## config.mk

```make
export PLATFORM = sky130hd
export DESIGN_NAME = c2d_fifo
export DESIGN_NICKNAME = d
export VERILOG_FILES = /design/src/design/conv2d_5x5_zero_pad_top_macros.svh /design/src/design/c2d_pkg.sv /design/src/design/c2d_fifo.sv
export SDC_FILE = /design/constraint.sdc
export NUM_CORES = 1
export LEC_CHECK = 0
export BUFFER_PORTS_ARGS = -buffer_cell sky130_fd_sc_hd__buf_2
export CORE_ASPECT_RATIO = 1.1
export CORE_MARGIN = 3
export CORE_UTILIZATION = 25
export CTS_CLUSTER_DIAMETER = 120
export CTS_CLUSTER_SIZE = 14
export DETAILED_ROUTE_END_ITERATION = 8
export GPL_TIMING_DRIVEN = 0
export PLACE_DENSITY = 0.42
export SYNTH_ARGS = -nofsm -noshare
export SYNTH_HDL_FRONTEND = slang
export SYNTH_SLANG_ARGS = --single-unit
```

## constraint.sdc

```tcl
create_clock -name clk -period 9.8 [get_ports clk]
set_input_delay 0.98 -clock clk [delete_from_list [all_inputs] [get_ports clk]]
set_output_delay 0.98 -clock clk [all_outputs]
set_load 0.005 [all_outputs]
```

## src/design/conv2d_5x5_zero_pad_top_macros.svh

```systemverilog
// ----------------------------------------------------------------------------
// conv2d_5x5_zero_pad_top macros
// Assertion macros for the 5x5 convolution block, clocked on clk and
// disabled while rst_n is low.
// ----------------------------------------------------------------------------
`ifndef CONV2D_5X5_ZERO_PAD_TOP_MACROS_SVH
`define CONV2D_5X5_ZERO_PAD_TOP_MACROS_SVH

`ifndef ASSERT_OFF
// expr must hold at every clock edge
`define C2D_ASSERT(lbl, expr, msg) \
    lbl: assert property (@(posedge clk) disable iff (!rst_n) (expr)) else $error(msg);
// when ante holds, cons must hold in the next cycle
`define C2D_ASSERT_NEXT(lbl, ante, cons, msg) \
    lbl: assert property (@(posedge clk) disable iff (!rst_n) (ante) |=> (cons)) else $error(msg);
`else
`define C2D_ASSERT(lbl, expr, msg)
`define C2D_ASSERT_NEXT(lbl, ante, cons, msg)
`endif

`endif

```

## src/design/c2d_pkg.sv

```systemverilog
// ----------------------------------------------------------------------------
// c2d_pkg
// Shared types and constants of the 5x5 zero padded convolution block.
// ----------------------------------------------------------------------------
package c2d_pkg;

    localparam int KSIZE       = 5;
    localparam int KHALF       = 2;
    localparam int LINES       = KSIZE - 1;
    localparam int PIX_W       = 16;
    localparam int COEF_W      = 12;
    localparam int ROW_W       = KSIZE * COEF_W;
    localparam int SIZE_W      = 11;
    localparam int CNT_ROW_W   = SIZE_W + 1;
    localparam int LINE_WORD_W = LINES * PIX_W;
    localparam int PROD_W      = 28;
    localparam int PSUM_W      = 30;
    localparam int SUM_W       = 32;
    localparam int FIFO_DEPTH  = 8;
    localparam int FIFO_AW     = 3;
    localparam int FIFO_CNT_W  = 4;
    localparam int CFG_IDX_W   = 3;

    localparam logic [SIZE_W-1:0] SIZE_RESET = 11'd16;

    typedef enum logic [CFG_IDX_W-1:0] {
        REG_IMAGE_SIZE = 3'd0,
        REG_MASK_ROW_0 = 3'd1,
        REG_MASK_ROW_1 = 3'd2,
        REG_MASK_ROW_2 = 3'd3,
        REG_MASK_ROW_3 = 3'd4,
        REG_MASK_ROW_4 = 3'd5
    } cfg_reg_e;

    typedef enum logic {
        REQ_PIXEL = 1'b0,
        REQ_DRAIN = 1'b1
    } req_e;

    typedef logic signed [PIX_W-1:0] pixel_t;
    typedef pixel_t [KSIZE-1:0] column_t;
    typedef pixel_t [KSIZE-1:0][KSIZE-1:0] window_t;
    typedef logic [KSIZE-1:0][ROW_W-1:0] mask_t;

    typedef struct packed {
        logic               req_type;
        logic signed [PIX_W-1:0] pixel_value;
    } pix_item_t;

    typedef struct packed {
        logic signed [SUM_W-1:0] conv_sum;
        logic                    last_of_frame;
    } res_item_t;

    // per-item control that travels beside the window data
    typedef struct packed {
        logic             emit;
        logic             last;
        logic [KSIZE-1:0] row_ok;
        logic [KSIZE-1:0] col_ok;
    } tap_ctl_t;

endpackage

```

## src/design/c2d_fifo.sv

```systemverilog
// ----------------------------------------------------------------------------
// c2d_fifo
// Small result queue that decouples the arithmetic pipeline from the
// downstream stall.
// ----------------------------------------------------------------------------
module c2d_fifo (
    input  logic                               clk,
    input  logic                               rst_n,
    input  logic                               push,
    input  c2d_pkg::res_item_t                 push_item,
    output logic                               valid,
    input  logic                               stall,
    output c2d_pkg::res_item_t                 item,
    output logic [c2d_pkg::FIFO_CNT_W-1:0]     count
);
    import c2d_pkg::*;

    res_item_t             entry_reg [FIFO_DEPTH];
    logic [FIFO_AW-1:0]    wr_ptr_reg;
    logic [FIFO_AW-1:0]    rd_ptr_reg;
    logic [FIFO_CNT_W-1:0] cnt_reg;
    logic [FIFO_CNT_W-1:0] cnt_next;
    logic                  pop;

    assign valid = (cnt_reg != '0);
    assign pop   = valid && !stall;
    assign item  = entry_reg[rd_ptr_reg];
    assign count = cnt_reg;

    always_comb
    begin
        cnt_next = cnt_reg + FIFO_CNT_W'(push) - FIFO_CNT_W'(pop);
    end

    always_ff @(posedge clk)
    begin
        if (push) begin
            entry_reg[wr_ptr_reg] <= push_item;
        end
    end

    always_ff @(posedge clk or negedge rst_n)
    begin
        if (!rst_n) begin
            wr_ptr_reg <= '0;
            rd_ptr_reg <= '0;
            cnt_reg    <= '0;
        end else begin
            if (push) begin
                wr_ptr_reg <= wr_ptr_reg + 1'b1;
            end
            if (pop) begin
                rd_ptr_reg <= rd_ptr_reg + 1'b1;
            end
            cnt_reg <= cnt_next;
        end
    end

endmodule

```

---- Word-level counts from Yosys, hierarchy flattened ----
Memories as Yosys holds them, arrays and structs flattened.
Index checks and enable logic that the tools add are counted.
Widths: inputs -> output; s select.
storage, ports and cells
  output and inout bits ................... 38
  bits of input ports ..................... 37
  memories kept ........................... 1
  logic and storage cells ................. 13
  flip-flop bits (word level) ............. 10
  RAM bits ................................ 264
cells by class
  add/subtract/negate cells ............... 4
  muxes and demuxes ....................... 2
  reductions and logical operators ........ 3
memory list
  name       depth  bits a word  rd ports  clocked after Yosys merged registers in  wr ports  line            source
  entry_reg  8      33           1         0                                        1         c2d_fifo.sv:18  res_item_t entry_reg [FIFO_DEPTH];
operators by type and width
  kind                 number
  $add 3x1->3 const B  2
  $add 4x1->4          1
  $reduce_bool 4->1    1
  $sub 4x1->4          1
  $mux 1               2
  $logic_and 1x1->1    1
  $logic_not 1->1      1

---- Depth between registers and ports, before layout ----
  word-level depth ........................ 3
  depth in mapped cells ................... 10
  gate-level depth less buffers ........... 10

---- Worst setup path before layout ----
OpenSTA, ideal clock, no wires.
  path kind ............................... input to register
  start ................................... input port push
  end ..................................... memory entry_reg[0][0] (netlist name) (enable)
  stages on the path ...................... 2
  arrival time ............................ 3.347 ns
  library setup time ...................... 0.464 ns
  data required time ...................... 9.336 ns
  setup slack ............................. 5.989 ns
  buffers on the path ..................... 0
  cell sequence ........................... nand2b_1 -> nor3_1
between the ends
  longest elaborated chain between the ends .. 2
RTL lines
  item                          line            source
  start, declared               c2d_fifo.sv:9   input logic push,
  $mux 1                        c2d_fifo.sv:37  if (push) begin
  $mux 1 (implied by the code)  c2d_fifo.sv:38  entry_reg[wr_ptr_reg] <= push_item;
  end, declared                 c2d_fifo.sv:18
No other way between the ends.

==> insert_results.sql <==
INSERT INTO impl_metrics (metric_group, metric, value, unit) VALUES
('outcome', 'status', 'completed', ''),
('floorplan', 'pin_count', '75', ''),
('clock_network', 'clk-insertion-delay-late', '0.51', 'ns'),
('synthesis', 'syn-cell-area', '10600', 'sq um'),
('flow_run', 'timing.max_cap.violations', '0', ''),
('drt', 'dr_total_vias', '4698', ''),
('worst_setup_path', 'criticalPathCategory', 'reg -> out', ''),
('place', 'dp_slack', '6.52', 'ns'),
('synthesis', 'yosysSeqAreaShare', '77.3', '%'),
('worst_setup_path', 'ff2ff_path_depth', '10', ''),
('drt', 'drc', '0', ''),
('worst_hold_path', 'hold_path_class', 'in -> async', ''),
('global_route', 'grt_antenna_before_repair', '3', ''),
('worst_setup_path', 'regToRegStartpoint', 'count[2]', ''),
('layout', 'multi_input_area', '2280', 'sq um'),
('global_route', 'grt_start_max_net_pins', '22', ''),
('pwr', 'totalPowerFinal', '3.60', 'mW'),
('place', 'detailed_place_hpwl', '15400', 'um'),
('synthesis', 'synth_top_cells_by_area', 'edfxtp_1 (75%), mux4_2 (14%), mux2_4 (3.3%), dfrtp_1 (2.4%), mux2_2 (1.3%)', ''),
('pwr', 'power.density', '286', 'nW/um^2'),
('clock_network', 'clk_transition_reported_paths', '0.07', 'ns'),
('worst_setup_path', 'critical_path.startpoint_type', 'flip-flop', ''),
('clock_network', 'cts_htree_levels', '1', ''),
('layout', 'num_antenna_cells', '0', ''),
('synthesis', 'synth-xor-area-share', '0.497', '%'),
('drt', 'dr.pass1.iters', '4', ''),
('layout', 'nets', '596', ''),
('synthesis', 'synth-warning-count', '0', ''),
('pwr', 'ir_drop', '0.000129', 'V'),
('timing', 'timing.final.crit_period', '3.84', 'ns'),
('clock_network', 'post_cts_resized', '0', ''),
('clock_network', 'number_of_buffers_on_the_longest_clock_path', '3', ''),
('worst_setup_path', 'critical_path.max_fanout', '10', ''),
('global_route', 'globalRoute.totalOverflow', '0', ''),
('timing', 'worst_slew_margin_rel', '31.2', '%'),
('timing', 'drv_slew', '0', ''),
('worst_setup_path', 'register_to_register_setup_slack', '7.29', 'ns'),
('synthesis', 'synth.ff_latch_count', '274', ''),
('timing', 'post-route-period-util', '39.1', '%'),
('drt', 'post_drt_wl_per_cell', '21.0', 'um'),
('timing', 'fin_worst_skew', '0.0119', 'ns'),
('worst_setup_path', 'timing.rr.end', 'count[2]', ''),
('layout', 'final_cells', '1118', ''),
('layout', 'area.sequential', '8180', 'sq um'),
('synthesis', 'yosysUniqueCellTypes', '22', ''),
('timing', 'worst_pin_slew', '1.03', 'ns'),
('synthesis', 'synth.largest_area_cell', 'edfxtp_1', ''),
('global_route', 'grt.total_usage', '10.5', '%'),
('synthesis', 'syn_avg_cell_area', '24.3', 'sq um'),
('place', 'numPlacedInstances', '1086', ''),
('synthesis', 'async_flop_share', '3.65', '%'),
('worst_setup_path', 'worst-endpoint-arrival', '2.86', 'ns'),
('floorplan', 'placement_rows', '78', ''),
('synthesis', 'dominantRegCellSynth', 'edfxtp_1', ''),
('global_route', 'wire_length_of_the_first_global_routing_pass', '35200', 'um'),
('timing', 'number_of_failing_setup_endpoints_in_the_final_timing_report', '0', ''),
('drt', 'wirelength', '23500', 'um'),
('drt', 'viasPerCell', '4.20', ''),
('synthesis', 'synth_simple_gate_area_share', '0.768', '%'),
('worst_setup_path', 'timing.critical_path.required', '8.82', 'ns'),
('layout', 'post_route_cells_drive_above_1_share', '42.1', '%'),
('floorplan', 'die-area', '44800', 'sq um'),
('clock_network', 'clk_root_buf', 'clkbuf_16', ''),
('timing', 'max_clock_freq', '261', 'MHz'),
('synthesis', 'compound_gate_fraction_of_synth_area', '0.118', '%'),
('floorplan', 'coreArea', '41600', 'sq um'),
('worst_setup_path', 'endpoint_kind', 'primary output', ''),
('pwr', 'total_leakage_power', '4.13', 'nW'),
('drt', 'drt_iter0_drc', '237', ''),
('timing', 'finalWorstSetupSlack', '5.96', 'ns'),
('synthesis', 'syn_nets', '481', '');
## layout by cell type, fill, tap and decap left out, drive strengths merged
master | netlist | routed
buf | 16 | 106
nor3 | 2 | 2
xnor2 | 2 | 2
edfxtp | 264 | 264
nand2b | 3 | 3
mux2 | 35 | 35
nor3b | 2 | 2
inv | 9 | 10
fa | 1 | 1
dfrtp | 10 | 10
clkinv | 0 | 1
mux4 | 66 | 66
a21oi | 1 | 1
clkbuf | 3 | 33
a21o | 1 | 1
nand2 | 3 | 3
ha | 7 | 7
nor2 | 7 | 7
xor2 | 4 | 4
## report_power, final
| group | switching, mW | internal [mW] |
|---|---|---|
| clock network | 0.381 | 0.427 |
| logic | 0.617 | 0.652 |
| registers | 0.0505 | 1.48 |
| total | 1.05 | 2.56 |
## worst max-delay path, stage by stage (launching register included)
cell and delay, ns:
dfrtp_1 0.40, buf_2 0.34, buf_1 0.74, mux4_2 0.40, mux2_2 0.31, buf_2 0.14
## worst max-delay path by stage
stage	start	to	slack (ns)	cells after the start
after global routing	rd_ptr_reg[2]	item[7]	5.83	5
after floorplan	push	entry_reg[0][0]	5.99	2
final	rd_ptr_reg[2]	item[7]	5.96	5
after detailed placement	rd_ptr_reg[2]	item[7]	6.52	5
after global placement	push	entry_reg[0][18]	2.75	3
after CTS	rd_ptr_reg[2]	item[7]	5.96	5
## cell families (layout without fill, tap and decap cells)
group | count (synthesis) | count (layout)
muxes | 101 | 101
xor gates and xnor gates | 6 | 6
and+or+nand+nor | 17 | 17
DFF | 274 | 274
AOI/OAI and AO/OA | 2 | 2
adders and majority gates | 8 | 8
buffers and inverters | 28 | 150
## layer usage
layer	vias to the layer above	share of wire [%]	GRT usage (%)
li1	2038	-	-
met1	2539	41	13.2
met2	90	53	19.0
met3	25	4.4	2.04
met4	6	1.3	2.03
met5	-	0.17	0
## area by class of cell
cell class | count | share of cell area (%)
inverters | 9 | 0.268
well taps | 560 | 5.56
flip-flops and latches | 274 | 64.8
clock inverters | 2 | 0.139
multi-input cells | 134 | 18.0
clock buffers | 30 | 4.77
repair buffers | 90 | 5.18
plain buffers | 19 | 1.20
## metrics by stage
stage	utilization, %	instance area [sq um]	hold WS, ns
floorplan	-	10600	0.517
global placement	28.0	11700	0.531
detailed placement	28.8	12000	0.545
CTS	30.3	12600	0.315
global route	30.3	12600	0.325
finish	30.3	12600	0.338
Note: power is estimated with default switching activity, not from simulation.
