<file path="src/design/conv2d_5x5_zero_pad_top_macros.svh">
// ----------------------------------------------------------------------------
// conv2d_5x5_zero_pad_top macros
// Assertion macros for the 5x5 convolution block, clocked on clk and
// disabled while rst_n is low.
// ----------------------------------------------------------------------------
`ifndef CONV2D_5X5_ZERO_PAD_TOP_MACROS_SVH
`define CONV2D_5X5_ZERO_PAD_TOP_MACROS_SVH

`ifndef ASSERT_OFF
// expr must hold at every clock edge
`define C2D_ASSERT(lbl, expr, msg) \
    lbl: assert property (@(posedge clk) disable iff (!rst_n) (expr)) else $error(msg);
// when ante holds, cons must hold in the next cycle
`define C2D_ASSERT_NEXT(lbl, ante, cons, msg) \
    lbl: assert property (@(posedge clk) disable iff (!rst_n) (ante) |=> (cons)) else $error(msg);
`else
`define C2D_ASSERT(lbl, expr, msg)
`define C2D_ASSERT_NEXT(lbl, ante, cons, msg)
`endif

`endif

</file>
<file path="src/design/c2d_pkg.sv">
// ----------------------------------------------------------------------------
// c2d_pkg
// Shared types and constants of the 5x5 zero padded convolution block.
// ----------------------------------------------------------------------------
package c2d_pkg;

    localparam int KSIZE       = 5;
    localparam int KHALF       = 2;
    localparam int LINES       = KSIZE - 1;
    localparam int PIX_W       = 16;
    localparam int COEF_W      = 12;
    localparam int ROW_W       = KSIZE * COEF_W;
    localparam int SIZE_W      = 11;
    localparam int CNT_ROW_W   = SIZE_W + 1;
    localparam int LINE_WORD_W = LINES * PIX_W;
    localparam int PROD_W      = 28;
    localparam int PSUM_W      = 30;
    localparam int SUM_W       = 32;
    localparam int FIFO_DEPTH  = 8;
    localparam int FIFO_AW     = 3;
    localparam int FIFO_CNT_W  = 4;
    localparam int CFG_IDX_W   = 3;

    localparam logic [SIZE_W-1:0] SIZE_RESET = 11'd16;

    typedef enum logic [CFG_IDX_W-1:0] {
        REG_IMAGE_SIZE = 3'd0,
        REG_MASK_ROW_0 = 3'd1,
        REG_MASK_ROW_1 = 3'd2,
        REG_MASK_ROW_2 = 3'd3,
        REG_MASK_ROW_3 = 3'd4,
        REG_MASK_ROW_4 = 3'd5
    } cfg_reg_e;

    typedef enum logic {
        REQ_PIXEL = 1'b0,
        REQ_DRAIN = 1'b1
    } req_e;

    typedef logic signed [PIX_W-1:0] pixel_t;
    typedef pixel_t [KSIZE-1:0] column_t;
    typedef pixel_t [KSIZE-1:0][KSIZE-1:0] window_t;
    typedef logic [KSIZE-1:0][ROW_W-1:0] mask_t;

    typedef struct packed {
        logic               req_type;
        logic signed [PIX_W-1:0] pixel_value;
    } pix_item_t;

    typedef struct packed {
        logic signed [SUM_W-1:0] conv_sum;
        logic                    last_of_frame;
    } res_item_t;

    // per-item control that travels beside the window data
    typedef struct packed {
        logic             emit;
        logic             last;
        logic [KSIZE-1:0] row_ok;
        logic [KSIZE-1:0] col_ok;
    } tap_ctl_t;

endpackage

</file>
<file path="src/design/c2d_window.sv">
// ----------------------------------------------------------------------------
// c2d_window
// 5x5 window of pixels. A new column enters on the right for every item.
// ----------------------------------------------------------------------------
module c2d_window (
    input  logic               clk,
    input  logic               rst_n,
    input  logic               shift,
    input  c2d_pkg::column_t   col,
    input  c2d_pkg::tap_ctl_t  ctl_in,
    output c2d_pkg::window_t   win,
    output c2d_pkg::tap_ctl_t  ctl_out
);
    import c2d_pkg::*;

    window_t  window_reg;
    window_t  window_next;
    tap_ctl_t ctl_reg;

    always_comb
    begin
        for (int i = 0; i < KSIZE; i++) begin
            for (int j = 0; j < KSIZE - 1; j++) begin
                window_next[i][j] = window_reg[i][j+1];
            end
            window_next[i][KSIZE-1] = col[i];
        end
    end

    always_ff @(posedge clk)
    begin
        if (shift) begin
            window_reg <= window_next;
        end
    end

    always_ff @(posedge clk or negedge rst_n)
    begin
        if (!rst_n) begin
            ctl_reg <= '0;
        end else begin
            ctl_reg <= ctl_in;
        end
    end

    assign win     = window_reg;
    assign ctl_out = ctl_reg;

endmodule

</file>
<file path="config.mk">
export PLATFORM = sky130hd
export DESIGN_NAME = c2d_window
export DESIGN_NICKNAME = d
export VERILOG_FILES = /design/src/design/conv2d_5x5_zero_pad_top_macros.svh /design/src/design/c2d_pkg.sv /design/src/design/c2d_window.sv
export SDC_FILE = /design/constraint.sdc
export NUM_CORES = 1
export LEC_CHECK = 0
export ABC_AREA = 1
export BUFFER_PORTS_ARGS = -buffer_cell sky130_fd_sc_hd__buf_4
export CAP_MARGIN = 20
export CORE_AREA = 3 3 196 198
export CTS_BUF_LIST = sky130_fd_sc_hd__clkbuf_4
export CTS_CLUSTER_DIAMETER = 120
export CTS_CLUSTER_SIZE = 20
export DETAILED_ROUTE_END_ITERATION = 8
export DIE_AREA = 0 0 199 201
export PLACE_DENSITY = 0.56
export SLEW_MARGIN = 20
export SYNTH_ARGS = -nofsm -noshare
export SYNTH_HDL_FRONTEND = slang
export SYNTH_SLANG_ARGS = --single-unit
</file>
<file path="constraint.sdc">
create_clock -name clk -period 0.8 [get_ports clk]
set_input_delay 0.16 -clock clk [delete_from_list [all_inputs] [get_ports clk]]
set_output_delay 0.16 -clock clk [all_outputs]
set_load 0.01 [all_outputs]
</file>
After elaboration in Yosys (flattened, before gate mapping)

Cells that the tools add are included.

Logic and storage cells: 29
Bits in registers: 412
Output and inout bits: 412
Input bits: 95

Depth between registers and ports, before layout

Gate-level depths: netlist (run 1).

Depth after elaboration: 0
Mapped depth: 0
Mapped depth without buffers: 0

Worst setup path before layout (run 1)

No wires, ideal clock.

Path type: register to register
Start: reg window_reg, in the netlist win[16]
End: reg window_reg, in the netlist win[0] (data pin)
Slack: 108 ps
Data arrival time: 403 ps
Stages on the path, launching flop included: 1
Buffers on the path: 0
Clock period less this slack: 692 ps
Required time: 512 ps
Setup time: 288 ps
Cell sequence: edfxtp_1

RTL lines:

| element                | line             | RTL |
|---|---|---|
| start, declared        | c2d_window.sv:16 | `window_t window_reg;` |
| start signal, assigned | c2d_window.sv:33 | `window_reg <= window_next;` |

No word-level cell between the ends.

Worst setup path after layout (run 1)

Start: reg window_reg, in the netlist win[96]
End: out win[96] in the netlist's numbering

RTL lines:

| element       | line             | RTL |
|---|---|---|
| end, declared | c2d_window.sv:11 | `output c2d_pkg::window_t win,` |

No word-level cell between the ends.

==> run_results.csv, run 1 <==
group,metric,value,unit
run_status,status,"finished, violations left",
run_status,violations,"negative setup slack",
clock_tree,root_buffer,"clkbuf_4",
synthesis,yosys.area.top_type_share,0.976,
routing,drt-pass1-iter-count,4,
sta,slew_viol_final,0,
floorplan,core_area,36700,um^2
synthesis,synth_nets,507,
critical_path,cp-start-kind,"flop",
sta,max_freq,642,MHz
sta,setup_tns,-284.05,ns
floorplan,die_w,199,um
run,maxCapViolCount,0,
final_layout,final_nets,1290,
global_route,grt-ovfl-total,0,
final_layout,synthToLayoutAreaGrowth,70.0,%
clock_tree,clock_path_buffers,3,
routing,avgRoutedWirePerCell,20.3,um
floorplan,dieArea,40000,um^2
synthesis,synth_top_area_cell,"edfxtp_1",
final_layout,drive_gt1_frac,0.568,
clock_tree,numClockSinks,412,
sta,max_slew_margin,0.808,
synthesis,synthArstFlopShare,0.0291,
critical_path,cpLargestDelayFamily,"flip-flops",
critical_path,worstPathCellList,"buf_6",
routing,drcViolationCount,0,
final_layout,multiInputGateArea,0,um^2
synthesis,synth_ff_type,"edfxtp_1",
hold_path,min_path_type,"input port to flop",
power_and_ir_drop,worst_ir_drop_vdd,0.00146,V
global_route,grt_usage,0.158,
sta,rsz0062_at_grt,"true",
clock_tree,numCtsBuffers,24,
clock_tree,worstSkewPairLatency,0.74,ns
global_route,antenna_found_initial,2,
synthesis,synthDistinctLibCells,2,
synthesis,syn_area,12300,um^2
place,place_hpwl,24200,um
synthesis,yosysMostFrequentCell,"edfxtp_1",
routing,first_iter_violations,266,
synthesis,synthTopCellsByArea,"edfxtp_1 (98%), dfrtp_1 (2.4%)",
synthesis,synth_enable_flop_cells,400,
critical_path,worstSetupPathType,"flop to primary output",
sta,finalHoldViolations,0,
final_layout,fin_cells,1675,
synthesis,postSynthCellCount,412,
routing,via_per_inst,4.25,
global_route,grt_max_degree,36,
final_layout,nMultiInputCombCells,0,
sta,skew,0.0257,ns
synthesis,synth_seq_area_share,1.00,
clock_tree,ctsHtreeMaxLevel,1,
place,dp.cells,1421,
global_route,grt_pass1_wl,47500,um
critical_path,critPathMaxStageDelay,0.51,ns
critical_path,cp_data_arrival_time,1.40,ns
clock_tree,tritoncts,"yes",
critical_path,cpMaxStageDelayCell,"edfxtp_1",
floorplan,fp.dieH,201,um
final_layout,regArea,12300,um^2
place,place_congestion,0.794,
routing,ant_nets,0,
routing,num_vias,7119,
sta,layout_min_cycle_time,1.56,ns
place,port_buffers,506,
synthesis,synth.ff_latch_count,412,
critical_path,required,0.64,ns
sta,fin_ws,-0.758,ns
power_and_ir_drop,power.density,1900,nW/um^2
clock_tree,clkTransAtPathRegs,0.20,ns
synthesis,syn_area_per_cell,29.9,um^2
sta,whs,0.113,ns
critical_path,path_buf_inv,1,
power_and_ir_drop,p_leak,8.39,nW
final_layout,fill_cells,2717,
floorplan,start_util,0.335,
critical_path,cp_max_fo,2,
synthesis,synth_common_cells,"edfxtp_1 (400), dfrtp_1 (12)",
sta,finalSetupViolCount,518,
global_route,grt_pass1_vias,7655,
synthesis,yosysWarnings,0,
critical_path,endpoint_kind,"primary output",
sta,final.period_utilization,1.95,
routing,drt_wl_total,34000,um
floorplan,io_pins,507,
sta,tightestPinTransition,0.288,ns
floorplan,rows,70,
[path summary, 6_finish.rpt]
| path | startpoint | endpoint | slack [ns] | depth (start not counted) |
|---|---|---|---|---|
| worst min-delay path | col[51] | win[307] | 0.11 | 2 |
| worst min register to register | win[27] | win[11] | 0.46 | 0 |
| worst max-delay path | win[96] | win[96] | -0.76 | 1 |
| max in group asynchronous | rst_n | ctl_out[10] | 0.26 | 3 |
| min in group asynchronous | rst_n | ctl_out[8] | 0.37 | 3 |
| worst max register to register | win[177] | win[161] | -0.12 | 2 |
[cell usage in the layout (no fill, tap or decap), drive strengths merged]
cell,count
edfxtp,400
clkbuf,35
buf,649
diode,2
dfrtp,12
inv,1
dlygate4sd3,108
[flip-flops by register name (all words and copies together), names as in the netlist]
signal	count
win	400
ctl_out	12
[power by group]
group          internal [W]  switching (W)
registers            0.0253       0.000971
clock network       0.00199        0.00592
logic               0.00354        0.00213
[through the flow]
step / instance area [um^2] / worst slack (ns) / util / total power (W)
6_report: 20900 / -0.758 / 0.570 / 0.0399
5_1_grt: 20900 / -0.895 / 0.570 / 0.0415
4_1_cts: 20600 / -0.897 / 0.561 / 0.0402
3_5_place_dp: 17100 / -0.199 / 0.466 / 0.0305
3_3_place_gp: 17100 / -0.196 / 0.466 / 0.0304
2_1_floorplan: 12300 / 0.108 / - / 0.0270
[final cells by class]
type | instances | area share
flip-flops and latches | 412 | 0.588
repair buffers | 757 | 0.370
well taps | 468 | 0.0280
clock buffers | 35 | 0.0126
clock inverters | 1 | 0.000419
diodes | 2 | 0.000239
[repair_timing]
| item | in CTS | in global routing |
|---|---|---|
| hold endpoints to repair | 504 | 12 |
| resized for setup | 375 | 63 |
| hold buffers | 108 | 1 |
| setup buffers | 94 | 43 |
| endpoints found under the setup margin | 413 | 505 |
[cell families after synthesis]
logic type	count (synthesis)	share of synthesized area
flip-flops	412	1.00
[metal layers]
metal  wire length (um)  vias to the layer above  global-route usage
met5                  0                        -                   0
met4                887                        0              0.0409
met3               3330                       39              0.0603
met2              18100                      334               0.294
met1              11700                     3506               0.168
li1                   -                     3240                   -
Power figures use the tool's default switching activity.
==> inputs of run 2 (changes only) <==
--- a/config.mk
+++ b/config.mk
@@ -8,13 +8,13 @@
 export ABC_AREA = 1
 export BUFFER_PORTS_ARGS = -buffer_cell sky130_fd_sc_hd__buf_4
 export CAP_MARGIN = 20
-export CORE_AREA = 3 3 196 198
+export CORE_AREA = 3 3 194 196
 export CTS_BUF_LIST = sky130_fd_sc_hd__clkbuf_4
 export CTS_CLUSTER_DIAMETER = 120
 export CTS_CLUSTER_SIZE = 20
 export DETAILED_ROUTE_END_ITERATION = 8
-export DIE_AREA = 0 0 199 201
-export PLACE_DENSITY = 0.56
+export DIE_AREA = 0 0 197 199
+export PLACE_DENSITY = 0.57
 export SLEW_MARGIN = 20
 export SYNTH_ARGS = -nofsm -noshare
 export SYNTH_HDL_FRONTEND = slang
==> run_results.csv, run 2 (synthesis results as in run 1) <==
group,metric,value,unit
clock_tree,root_buffer,"clkbuf_4",
floorplan,rows,70,
final_layout,largest_register_ffs,400,
final_layout,final_nets,1297,
critical_path,worstSetupPathType,"flop to primary output",
critical_path,cp-start-kind,"flop",
power_and_ir_drop,p_leak,8.43,nW
sta,slew_viol_final,0,
final_layout,final_util,0.578,
critical_path,path_buf_inv,1,
sta,max_slew_margin,0.790,
hold_path,min_path_type,"input port to flop",
global_route,grt-ovfl-total,0,
critical_path,endpoint_kind,"primary output",
critical_path,worstPathCellList,"buf_6",
critical_path,cp_max_fo,2,
final_layout,fill_cells,2636,
critical_path,cpLargestDelayFamily,"flip-flops",
power_and_ir_drop,power.density,1900,nW/um^2
place,placed_cell_area,17100,um^2
global_route,grt_pass1_vias,7603,
clock_tree,ctsHtreeMaxLevel,1,
critical_path,worstSetupPathDepth,1,
clock_tree,clock_path_buffers,3,
final_layout,nMultiInputCombCells,0,
place,place_hpwl,24000,um
run_status,violations,"negative setup slack",
sta,fin_ws,-0.786,ns
sta,whs,0.0994,ns
sta,final.period_utilization,1.98,
global_route,antenna_found_initial,3,
critical_path,required,0.64,ns
final_layout,multiInputGateArea,0,um^2
clock_tree,numClockSinks,412,
run,maxCapViolCount,0,
routing,via_per_inst,4.29,
floorplan,start_util,0.340,
critical_path,cpMaxStageDelayCell,"edfxtp_1",
sta,max_freq,630,MHz
final_layout,layout_common_cells,"buf_6 (447), edfxtp_1 (400), buf_4 (203)",
global_route,grt_pass1_wl,47700,um
sta,layout_min_cycle_time,1.59,ns
final_layout,final_common_cell,"buf_6",
final_layout,fin_cells,1681,
clock_tree,clkTransAtPathRegs,0.21,ns
final_layout,synthToLayoutAreaGrowth,70.4,%
place,dp.cells,1426,
floorplan,fp.dieH,199,um
sta,finalSetupViolCount,612,
routing,ant_nets,0,
floorplan,die_w,197,um
run_status,status,"finished, violations left",
floorplan,io_pins,507,
sta,rsz0062_at_grt,"true",
floorplan,core_area,36300,um^2
clock_tree,tritoncts,"yes",
power_and_ir_drop,worst_ir_drop_vdd,0.00176,V
routing,drcViolationCount,0,
routing,first_iter_violations,319,
critical_path,cp_data_arrival_time,1.43,ns
routing,drt_wl_total,34300,um
place,place_congestion,0.774,
routing,avgRoutedWirePerCell,20.4,um
global_route,grt_usage,0.163,
place,port_buffers,506,
power_and_ir_drop,total_power,0.0398,W
final_layout,stdcell_area,21000,um^2
floorplan,dieArea,39200,um^2
critical_path,critPathMaxStageDelay,0.49,ns
sta,skew,0.0636,ns
hold_path,hold_depth,2,
global_route,grt_max_degree,26,
sta,finalHoldViolations,0,
final_layout,drive_gt1_frac,0.575,
sta,tightestPinTransition,0.315,ns
routing,drt-pass1-iter-count,4,
critical_path,reg2reg_depth,2,
clock_tree,numCtsBuffers,24,
routing,num_vias,7211,
clock_tree,worstSkewPairLatency,0.77,ns
## run 2: layout make-up
class | instances | area (um^2) | area share
antenna | 3 | 7.51 | 0.000358
timing repair buffer | 764 | 7810 | 0.373
clock inverter | 1 | 8.76 | 0.000418
tap | 468 | 586 | 0.0279
clock buffer | 33 | 248 | 0.0118
sequential | 412 | 12300 | 0.587
## run 2: path summary, 6_finish.rpt
kind                          start          to  slack [ns]
setup / recovery           win[158]    win[158]       -0.79
max in group asynchronous     rst_n  ctl_out[8]        0.27
min in group asynchronous     rst_n  ctl_out[0]        0.34
hold reg to reg             win[18]      win[2]        0.46
hold / removal              col[24]    win[152]         0.1
setup reg to reg           win[371]    win[355]       -0.14
## run 2: power by group
part	internal (W)	switching [W]
Combinational	0.00357	0.00212
Sequential	0.0253	0.00101
Clock	0.00189	0.00585
Total	0.0308	0.00898
## run 2: per-layer routing
| metal | vias up | global-route usage | wire length (um) |
|---|---|---|---|
| li1 | 3250 | - | - |
| met1 | 3572 | 0.191 | 12600 |
| met2 | 352 | 0.293 | 17900 |
| met3 | 37 | 0.0496 | 2990 |
| met4 | 0 | 0.0428 | 772 |
| met5 | - | 0 | 0 |
## run 2: through the flow
step                      TNS [ns]  setup slack, ns
after CTS                  -325.77           -0.898
after detailed placement    -59.32           -0.192
after floorplan                  0            0.108
after global routing       -333.32           -0.917
after global placement      -56.38           -0.183
final                      -288.02           -0.786
## run 2: timing repair
item	4_1_cts	5_1_grt
hold buffers	102	1
setup buffers	101	47
gates cloned	0	0
pin swaps	0	0
gates resized for setup	369	78
endpoints found under the setup margin	412	523
hold endpoints to repair	496	12
